File: config.mk
export PLATFORM = sky130hd
export DESIGN_NAME = least_loaded_worker_dispatch
export DESIGN_NICKNAME = d
export VERILOG_FILES = /design/src/rtl/lld_pkg.sv /design/src/rtl/least_loaded_worker_dispatch.sv /design/src/rtl/lld_ctrl.sv /design/src/rtl/lld_datapath.sv
export SDC_FILE = /design/constraint.sdc
export NUM_CORES = 1
export LEC_CHECK = 0
export BUFFER_PORTS_ARGS = -buffer_cell sky130_fd_sc_hd__buf_4
export CAP_MARGIN = 20
export CORE_MARGIN = 2
export CORE_UTILIZATION = 65
export CTS_BUF_LIST = sky130_fd_sc_hd__clkbuf_8
export DETAILED_ROUTE_END_ITERATION = 8
export GPL_TIMING_DRIVEN = 0
export PLACE_DENSITY = 0.83
export SYNTH_ARGS = -nofsm -noshare
export SYNTH_HDL_FRONTEND = slang
export SYNTH_HIERARCHICAL = 1
export SYNTH_SLANG_ARGS = --single-unit
File: constraint.sdc
create_clock -name clock -period 16.4 [get_ports clock]
set_clock_uncertainty 0.05 [all_clocks]
set_input_delay 3.28 -clock clock [delete_from_list [all_inputs] [get_ports clock]]
set_output_delay 3.28 -clock clock [all_outputs]
set_load 0.005 [all_outputs]
File: src/rtl/lld_pkg.sv
package lld_pkg;

   localparam int CMD_W   = 1;
   localparam int AMT_W   = 31;
   localparam int ID_W    = 5;
   localparam int CHOSE_W = 4;
   localparam int OUTL_W  = 32;
   localparam int WC_W    = 5;
   localparam int TDATA_W = 40;

   localparam logic            CMD_DISPATCH = 1'b0;
   localparam logic            CMD_RELEASE  = 1'b1;
   localparam logic            STATUS_OK    = 1'b0;
   localparam logic            STATUS_RANGE = 1'b1;
   localparam logic [WC_W-1:0] WC_RESET     = 5'd3;

   typedef enum logic [2:0] {
      ST_IDLE,
      ST_DECODE,
      ST_SCAN,
      ST_FETCH,
      ST_SETTLE,
      ST_UPDATE,
      ST_REPLY
   } lld_state_type;

   typedef struct packed {
      logic capture;
      logic scan_clr;
      logic rd_en;
      logic rd_use_id;
      logic upd_en;
      logic reply_en;
   } lld_cmd_type;

   typedef struct packed {
      logic is_release;
      logic id_neg;
      logic id_range_err;
      logic scan_last;
      logic rsp_busy;
   } lld_sts_type;

endpackage

File: src/rtl/least_loaded_worker_dispatch.sv
// Least-loaded dispatcher: one signed load counter per worker, zero after reset. A dispatch
// (tuser 0) scans the first pool_size counters, picks the smallest (lowest index on a tie),
// adds load_amount with saturation and returns index and new load. A release (tuser 1) subtracts
// load_amount from the worker named by target_id; a negative id is a no-op with status ok, an
// id at or past the pool size returns status 1 and changes nothing. Items are handled one at a
// time. After an item is accepted, a dispatch passes through DECODE, SCAN, SETTLE and UPDATE,
// a valid release through DECODE, FETCH, SETTLE and UPDATE, and a no-op or error through
// DECODE and REPLY; UPDATE and REPLY wait while the result register waits on rsp_tready. The
// scan (pool_size 0 counts as 1, capped at MAX_WORKERS) uses the single comparator, reading
// one table entry per cycle through the one read port of the load table.
module least_loaded_worker_dispatch #(
   parameter int MAX_WORKERS = 16,
   parameter int LOAD_WIDTH  = 32
) (
   input  logic        clock,
   input  logic        reset,
   input  logic        req_tvalid,
   output logic        req_tready,
   input  logic [39:0] req_tdata,   // load_amount[30:0], target_id[35:31], zero pad
   input  logic        req_tuser,   // command
   output logic        rsp_tvalid,
   input  logic        rsp_tready,
   output logic [39:0] rsp_tdata,   // chosen_worker[3:0], new_load[35:4], zero pad
   output logic        rsp_tuser,   // status
   input  logic        csr_wr_en,
   input  logic [4:0]  csr_wr_data  // pool_size
);

   lld_pkg::lld_cmd_type cmd;
   lld_pkg::lld_sts_type sts;

   lld_ctrl u_ctrl (
      .clock      (clock),
      .reset      (reset),
      .req_tvalid (req_tvalid),
      .req_tready (req_tready),
      .sts        (sts),
      .cmd        (cmd)
   );

   lld_datapath #(
      .MAX_WORKERS (MAX_WORKERS),
      .LOAD_WIDTH  (LOAD_WIDTH)
   ) u_datapath (
      .clock       (clock),
      .reset       (reset),
      .cmd         (cmd),
      .sts         (sts),
      .req_tdata   (req_tdata),
      .req_tuser   (req_tuser),
      .csr_wr_en   (csr_wr_en),
      .csr_wr_data (csr_wr_data),
      .rsp_tvalid  (rsp_tvalid),
      .rsp_tready  (rsp_tready),
      .rsp_tdata   (rsp_tdata),
      .rsp_tuser   (rsp_tuser)
   );

   a_one_at_a_time: assert property (@(posedge clock) disable iff (reset)
      req_tvalid && req_tready |=> !req_tready)
      else $error("second transfer taken while an item is in progress");

   a_no_overwrite: assert property (@(posedge clock) disable iff (reset)
      (cmd.upd_en || cmd.reply_en) |-> !(rsp_tvalid && !rsp_tready))
      else $error("result register loaded while a transfer is pending");

   a_error_zero: assert property (@(posedge clock) disable iff (reset)
      rsp_tvalid && rsp_tuser |-> rsp_tdata == '0)
      else $error("range error result carries a non-zero worker or load");

endmodule

File: src/rtl/lld_ctrl.sv
module lld_ctrl (
   input  logic                 clock,
   input  logic                 reset,
   input  logic                 req_tvalid,
   output logic                 req_tready,
   input  lld_pkg::lld_sts_type sts,
   output lld_pkg::lld_cmd_type cmd
);

   lld_pkg::lld_state_type state_ff;
   lld_pkg::lld_state_type state_in;

   always_ff @(posedge clock) begin
      if (reset) begin
         state_ff <= lld_pkg::ST_IDLE;
      end else begin
         state_ff <= state_in;
      end
   end

   always_comb begin
      state_in = state_ff;
      unique case (state_ff)
         lld_pkg::ST_IDLE: begin
            if (req_tvalid) begin
               state_in = lld_pkg::ST_DECODE;
            end
         end
         lld_pkg::ST_DECODE: begin
            if (!sts.is_release) begin
               state_in = lld_pkg::ST_SCAN;
            end else if (sts.id_neg || sts.id_range_err) begin
               state_in = lld_pkg::ST_REPLY;
            end else begin
               state_in = lld_pkg::ST_FETCH;
            end
         end
         lld_pkg::ST_SCAN: begin
            if (sts.scan_last) begin
               state_in = lld_pkg::ST_SETTLE;
            end
         end
         lld_pkg::ST_FETCH:  state_in = lld_pkg::ST_SETTLE;
         lld_pkg::ST_SETTLE: state_in = lld_pkg::ST_UPDATE;
         lld_pkg::ST_UPDATE: begin
            if (!sts.rsp_busy) begin
               state_in = lld_pkg::ST_IDLE;
            end
         end
         lld_pkg::ST_REPLY: begin
            if (!sts.rsp_busy) begin
               state_in = lld_pkg::ST_IDLE;
            end
         end
         default: state_in = lld_pkg::ST_IDLE;
      endcase
   end

   always_comb begin
      cmd        = '0;
      req_tready = 1'b0;
      unique case (state_ff)
         lld_pkg::ST_IDLE: begin
            req_tready  = 1'b1;
            cmd.capture = req_tvalid;
         end
         lld_pkg::ST_DECODE: cmd.scan_clr = 1'b1;
         lld_pkg::ST_SCAN:   cmd.rd_en    = 1'b1;
         lld_pkg::ST_FETCH: begin
            cmd.rd_en     = 1'b1;
            cmd.rd_use_id = 1'b1;
         end
         lld_pkg::ST_SETTLE: cmd = '0;
         lld_pkg::ST_UPDATE: cmd.upd_en   = !sts.rsp_busy;
         lld_pkg::ST_REPLY:  cmd.reply_en = !sts.rsp_busy;
         default:            cmd = '0;
      endcase
   end

endmodule

File: src/rtl/lld_datapath.sv
module lld_datapath #(
   parameter int MAX_WORKERS = 16,
   parameter int LOAD_WIDTH  = 32
) (
   input  logic                          clock,
   input  logic                          reset,
   input  lld_pkg::lld_cmd_type          cmd,
   output lld_pkg::lld_sts_type          sts,
   input  logic [lld_pkg::TDATA_W-1:0]   req_tdata,
   input  logic                          req_tuser,
   input  logic                          csr_wr_en,
   input  logic [lld_pkg::WC_W-1:0]      csr_wr_data,
   output logic                          rsp_tvalid,
   input  logic                          rsp_tready,
   output logic [lld_pkg::TDATA_W-1:0]   rsp_tdata,
   output logic                          rsp_tuser
);

   localparam int AW  = (MAX_WORKERS > 1) ? $clog2(MAX_WORKERS) : 1;
   localparam int CAP = (MAX_WORKERS < 31) ? MAX_WORKERS : 31;
   localparam int EW  = LOAD_WIDTH + 33;
   localparam logic signed [EW-1:0] LMAX =
      signed'({{(EW - LOAD_WIDTH + 1){1'b0}}, {(LOAD_WIDTH - 1){1'b1}}});
   localparam logic signed [EW-1:0] LMIN =
      signed'({{(EW - LOAD_WIDTH + 1){1'b1}}, {(LOAD_WIDTH - 1){1'b0}}});

   logic [lld_pkg::WC_W-1:0]      wc_ff;
   logic                          cmd_ff;
   logic [lld_pkg::AMT_W-1:0]     amt_ff;
   logic [lld_pkg::ID_W-1:0]      id_ff;
   logic [lld_pkg::WC_W-1:0]      cnt_ff;
   logic [lld_pkg::WC_W-1:0]      n_eff;

   logic [LOAD_WIDTH-1:0]         mem [MAX_WORKERS];
   logic [MAX_WORKERS-1:0]        vld_ff;
   logic [LOAD_WIDTH-1:0]         mem_q_ff;
   logic                          vld_q_ff;
   logic                          rd_pend_ff;
   logic                          rd_first_ff;
   logic [lld_pkg::WC_W-1:0]      rd_idx_ff;
   logic [lld_pkg::WC_W-1:0]      rd_src;
   logic [AW-1:0]                 rd_addr;
   logic signed [LOAD_WIDTH-1:0]  rd_data;

   logic signed [LOAD_WIDTH-1:0]  best_ff;
   logic [lld_pkg::WC_W-1:0]      best_idx_ff;
   logic signed [EW-1:0]          cur_x;
   logic signed [EW-1:0]          amt_x;
   logic signed [EW-1:0]          sum_x;
   logic signed [EW-1:0]          dif_x;
   logic signed [LOAD_WIDTH-1:0]  upd_in;

   logic                          rsp_vld_ff;
   logic [lld_pkg::CHOSE_W-1:0]   rsp_chose_ff;
   logic [lld_pkg::OUTL_W-1:0]    rsp_load_ff;
   logic                          rsp_stat_ff;

   always_ff @(posedge clock) begin
      if (reset) begin
         wc_ff <= lld_pkg::WC_RESET;
      end else if (csr_wr_en) begin
         wc_ff <= csr_wr_data;
      end
   end

   always_comb begin
      if (wc_ff == '0) begin
         n_eff = lld_pkg::WC_W'(1);
      end else if (wc_ff > lld_pkg::WC_W'(CAP)) begin
         n_eff = lld_pkg::WC_W'(CAP);
      end else begin
         n_eff = wc_ff;
      end
   end

   always_ff @(posedge clock) begin
      if (cmd.capture) begin
         cmd_ff <= req_tuser;
         amt_ff <= req_tdata[lld_pkg::AMT_W-1:0];
         id_ff  <= req_tdata[lld_pkg::AMT_W +: lld_pkg::ID_W];
      end
   end

   always_ff @(posedge clock) begin
      if (cmd.scan_clr) begin
         cnt_ff <= '0;
      end else if (cmd.rd_en && !cmd.rd_use_id) begin
         cnt_ff <= cnt_ff + lld_pkg::WC_W'(1);
      end
   end

   assign sts.is_release   = (cmd_ff == lld_pkg::CMD_RELEASE);
   assign sts.id_neg       = id_ff[lld_pkg::ID_W-1];
   assign sts.id_range_err = {1'b0, id_ff[lld_pkg::ID_W-2:0]} >= n_eff;
   assign sts.scan_last    = (cnt_ff == n_eff - lld_pkg::WC_W'(1));
   assign sts.rsp_busy     = rsp_vld_ff && !rsp_tready;

   assign rd_src  = cmd.rd_use_id ? {1'b0, id_ff[lld_pkg::ID_W-2:0]} : cnt_ff;
   assign rd_addr = AW'(rd_src);

   always_ff @(posedge clock) begin
      if (cmd.rd_en) begin
         mem_q_ff <= mem[rd_addr];
      end
      if (cmd.upd_en) begin
         mem[AW'(best_idx_ff)] <= upd_in;
      end
   end

   always_ff @(posedge clock) begin
      if (reset) begin
         vld_ff     <= '0;
         rd_pend_ff <= 1'b0;
      end else begin
         rd_pend_ff <= cmd.rd_en;
         if (cmd.upd_en) begin
            vld_ff[AW'(best_idx_ff)] <= 1'b1;
         end
      end
   end

   always_ff @(posedge clock) begin
      if (cmd.rd_en) begin
         vld_q_ff    <= vld_ff[rd_addr];
         rd_first_ff <= cmd.rd_use_id || (cnt_ff == '0);
         rd_idx_ff   <= rd_src;
      end
   end

   assign rd_data = vld_q_ff ? signed'(mem_q_ff) : '0;

   always_ff @(posedge clock) begin
      if (rd_pend_ff && (rd_first_ff || (best_ff > rd_data))) begin
         best_ff     <= rd_data;
         best_idx_ff <= rd_idx_ff;
      end
   end

   assign cur_x = EW'(best_ff);
   assign amt_x = signed'(EW'(amt_ff));
   assign sum_x = cur_x + amt_x;
   assign dif_x = cur_x - amt_x;

   always_comb begin
      if (cmd_ff == lld_pkg::CMD_DISPATCH) begin
         upd_in = (sum_x > LMAX) ? LOAD_WIDTH'(LMAX) : LOAD_WIDTH'(sum_x);
      end else begin
         upd_in = (dif_x < LMIN) ? LOAD_WIDTH'(LMIN) : LOAD_WIDTH'(dif_x);
      end
   end

   always_ff @(posedge clock) begin
      if (reset) begin
         rsp_vld_ff <= 1'b0;
      end else if (cmd.upd_en || cmd.reply_en) begin
         rsp_vld_ff <= 1'b1;
      end else if (rsp_tready) begin
         rsp_vld_ff <= 1'b0;
      end
   end

   always_ff @(posedge clock) begin
      if (cmd.upd_en) begin
         rsp_chose_ff <= best_idx_ff[lld_pkg::CHOSE_W-1:0];
         rsp_load_ff  <= lld_pkg::OUTL_W'(upd_in);
         rsp_stat_ff  <= lld_pkg::STATUS_OK;
      end else if (cmd.reply_en) begin
         rsp_chose_ff <= '0;
         rsp_load_ff  <= '0;
         rsp_stat_ff  <= id_ff[lld_pkg::ID_W-1] ? lld_pkg::STATUS_OK : lld_pkg::STATUS_RANGE;
      end
   end

   assign rsp_tvalid = rsp_vld_ff;
   assign rsp_tdata  = {{(lld_pkg::TDATA_W - lld_pkg::CHOSE_W - lld_pkg::OUTL_W){1'b0}},
                        rsp_load_ff, rsp_chose_ff};
   assign rsp_tuser  = rsp_stat_ff;

endmodule

==> impl_metrics.yaml <==
job:
  drv_cap: 0
synthesis:
  seq_area_frac_synth: 0.648
  synthFlopType: "edfxtp_1"
  async_flop_share: 0
  synth_seq_cells: 691
  synth_top_area_frac: 0.628
  synth_top_area_cell: "edfxtp_1"
  ys.warnings.count: 6
  post_synth_inst_count: 2731
  postSynthAreaPerCell_um2: 11.5
  ys_types: 79
  synth_edf_count: 659
  synth_area_leaders: "edfxtp_1 63%, nand2_1 7.2%, nand3_1 4.5%"
  syn_area_mm2: 0.0315
setup_path:
  worstSetupPathType: "reg -> reg"
  r2r_cells: 13
  r2r_start: "u_datapath/amt_ff[0]"
  slowest_stage: "nor2_1"
  cpMostUsedCell: "a21oi_1"
  critical_path_required_ps: 16690
  critPathLaunchType: "flop"
  slowest_delay_ps: 900
  worstSetupEndpointType: "flop"
  worstReg2RegEnd: "u_datapath/mem[1][16]"
  crit_chain: "ha_1, inv_1, fa_1, o21ba_2, or4_1, a21oi_1, o21ai_0, a21oi_1, nor3_1, o211ai_1, buf_2, o22ai_1, nor2_1"
  crit_fanout: 16
  cp.arrival_ps: 6290
  reg2reg_slack_ps: 10390
cells_and_area:
  mostFrequentLayoutCell: "edfxtp_1"
  area_growth_pct: 13.7
  final_cell_mix: "659 x edfxtp_1, 605 x nand2_1, 282 x nand3_1"
  drive_gt1_frac: 0.112
  n_antenna_cell: 0
  finish.utilization: 0.749
  nets: 3134
timing:
  clock.fmax_mhz: 166
  finalSetupViolCount: 0
  worst_pin_slew_ps: 1100
  holdWs_ps: 383
  final-max-slew-violation-count: 0
  tns_ps: 0
  finalCritPeriodShare: 0.366
  finalCriticalPeriod_ps: 6010
  slew_headroom: 0.248
  hold_viol_final: 0
  rsz0062_at_grt: "no"
run_status:
  outcome: "finished clean"
clocking:
  numCtsBuffers: 105
  post_cts_buffers: 0
  hold_buffers: 0
  cts_root_buf: "clkbuf_8"
  htree_levels: 3
  clk_pin_slew_ps: 70
  cts_buffer_depth: 3
  ctsResizeCount: 0
  clock_latency_ps: 730
  clock-sinks: 691
  cts_tree: "done"
die:
  rows: 80
  start_util: 0.659
  ioPinCount: 94
  die_area_mm2: 0.0503
  die_height_um: 224
  die_x_um: 224
  core-area_mm2: 0.0478
detailed_routing:
  wl_met1_um: 32900
  via_count: 24338
  route.detailed.drc: 0
  drt_pass1_iterations: 7
  dr_wl_met2_um: 45600
  wire_per_inst_um: 26.3
  wl_um: 96600
  dr.max_layer_used: "met4"
  drt.antenna.violating_nets: 0
  viasPerCell: 6.61
  wl_met3_um: 12300
  drt_iter0_markers: 3731
place:
  gp_congestion: 0.976
  dp_hpwl_um: 67300
  portBuffers: 84
global_routing:
  grt_max_degree: 38
  first_global_vias: 24056
  overflow: 0
  grt.total_usage: 0.382
  antenna_found_initial: 3
  grt_pass1_wl_um: 142000
hold_path:
  hold_end: "u_datapath/best_idx_ff[2]"
  whs_path_depth: 0
  hp-start: "u_datapath/rd_idx_ff[2]"
  min_path_type: "reg -> reg"
power:
  pwr_density_cell_mw_per_mm2: 148
  leakagePower_nw: 13.4
  ir_worst_vdd_v: 0.000135
[per-stage QoR]
step,setup slack (ps),instance area (um2),std cells,total power [mW]
after global placement,5760,32900,3433,3.76
after CTS,10510,35700,3669,5.21
after global routing,10300,35900,3680,5.47
after detailed placement,10130,33700,3477,3.86
after floorplan,9180,31500,2734,3.22
final,10390,35900,3680,5.31
[routing by layer]
metal,up-vias,global-route usage
met2,1913,0.626
met4,0,0.204
met5,-,0
li1,10480,-
met1,11511,0.481
met3,434,0.0848
[cell usage after synthesis, types with 15 or more instances]
master	n
nor3_1	32
and3_1	40
a311oi_1	70
edfxtp_1	659
and2_1	15
nand2_1	605
a21oi_1	88
nand3_1	282
dfxtp_1	32
xnor2_1	24
clkbuf_1	125
a21o_1	36
inv_1	115
a31oi_1	48
nor2b_1	25
buf_1	16
ha_1	101
nor2_1	135
o21ai_0	40
[power by group]
group	switching, mW	internal, mW	total [mW]	leakage (nW)
clock	0.672	0.689	1.36	1.20
sequential	0.0353	2.18	2.22	6.23
combinational	1.25	0.474	1.73	5.96
total	1.96	3.35	5.31	13.4
[sequential cells by signal (all words and copies together) (netlist names)]
| register | flops |
|---|---|
| u_ctrl/state_ff | 3 |
| u_datapath/amt_ff | 31 |
| u_datapath/best_ff | 32 |
| u_datapath/best_idx_ff | 4 |
| u_datapath/cmd_ff | 1 |
| u_datapath/cnt_ff | 5 |
| u_datapath/id_ff | 5 |
| u_datapath/mem | 512 |
| u_datapath/mem_q_ff | 32 |
| u_datapath/rd_first_ff | 1 |
| u_datapath/rd_idx_ff | 4 |
| u_datapath/rd_pend_ff | 1 |
| u_datapath/rsp_chose_ff | 4 |
| u_datapath/rsp_load_ff | 32 |
| u_datapath/rsp_tuser | 1 |
| u_datapath/rsp_tvalid | 1 |
| u_datapath/vld_ff | 16 |
| u_datapath/vld_q_ff | 1 |
| u_datapath/wc_ff | 5 |
[worst max path at each step]
stage | startpoint | end | depth (start not counted)
floorplan | rsp_tready | u_datapath/mem[0][0] | 5
global placement | rsp_tready | u_datapath/mem[0][2] | 6
detailed placement | rsp_tready | u_datapath/mem[0][6] | 9
CTS | u_datapath/amt_ff[0] | u_datapath/mem[1][14] | 13
global route | u_datapath/amt_ff[0] | u_datapath/mem[0][16] | 13
finish | u_datapath/amt_ff[0] | u_datapath/mem[1][16] | 13
[area by class of cell]
type | instances | area [um2]
sequential | 691 | 20400
fill | 2990 | 12000
multi-input combinational | 1762 | 10200
clock buffer | 114 | 1570
timing repair buffer | 139 | 1370
tap | 615 | 769
buffer | 162 | 683
inverter | 119 | 447
clock inverter | 78 | 429
[worst max-delay path: cells and delay by family, from the launching register on]
family          cells  cell delay [ps]
simple gates        3             1520
buf+inv             2              580
fa+ha+maj           2              640
flops               1              440
compound gates      6             2390
[cells by family (layout without fill, tap and decap cells)]
kind of cell,after synthesis,after routing,synth area share
multiplexers,12,12,0.00381
other,1,4,0.000119
buffers and inverters,281,612,0.0358
AND/OR/NAND/NOR,1198,1198,0.169
XOR/XNOR,31,31,0.00861
AO/OA/AOI/OAI,413,413,0.0933
adder cells (fa/ha/maj),104,104,0.0417
flip-flops,691,691,0.648
(Power assumes the default switching activity.)
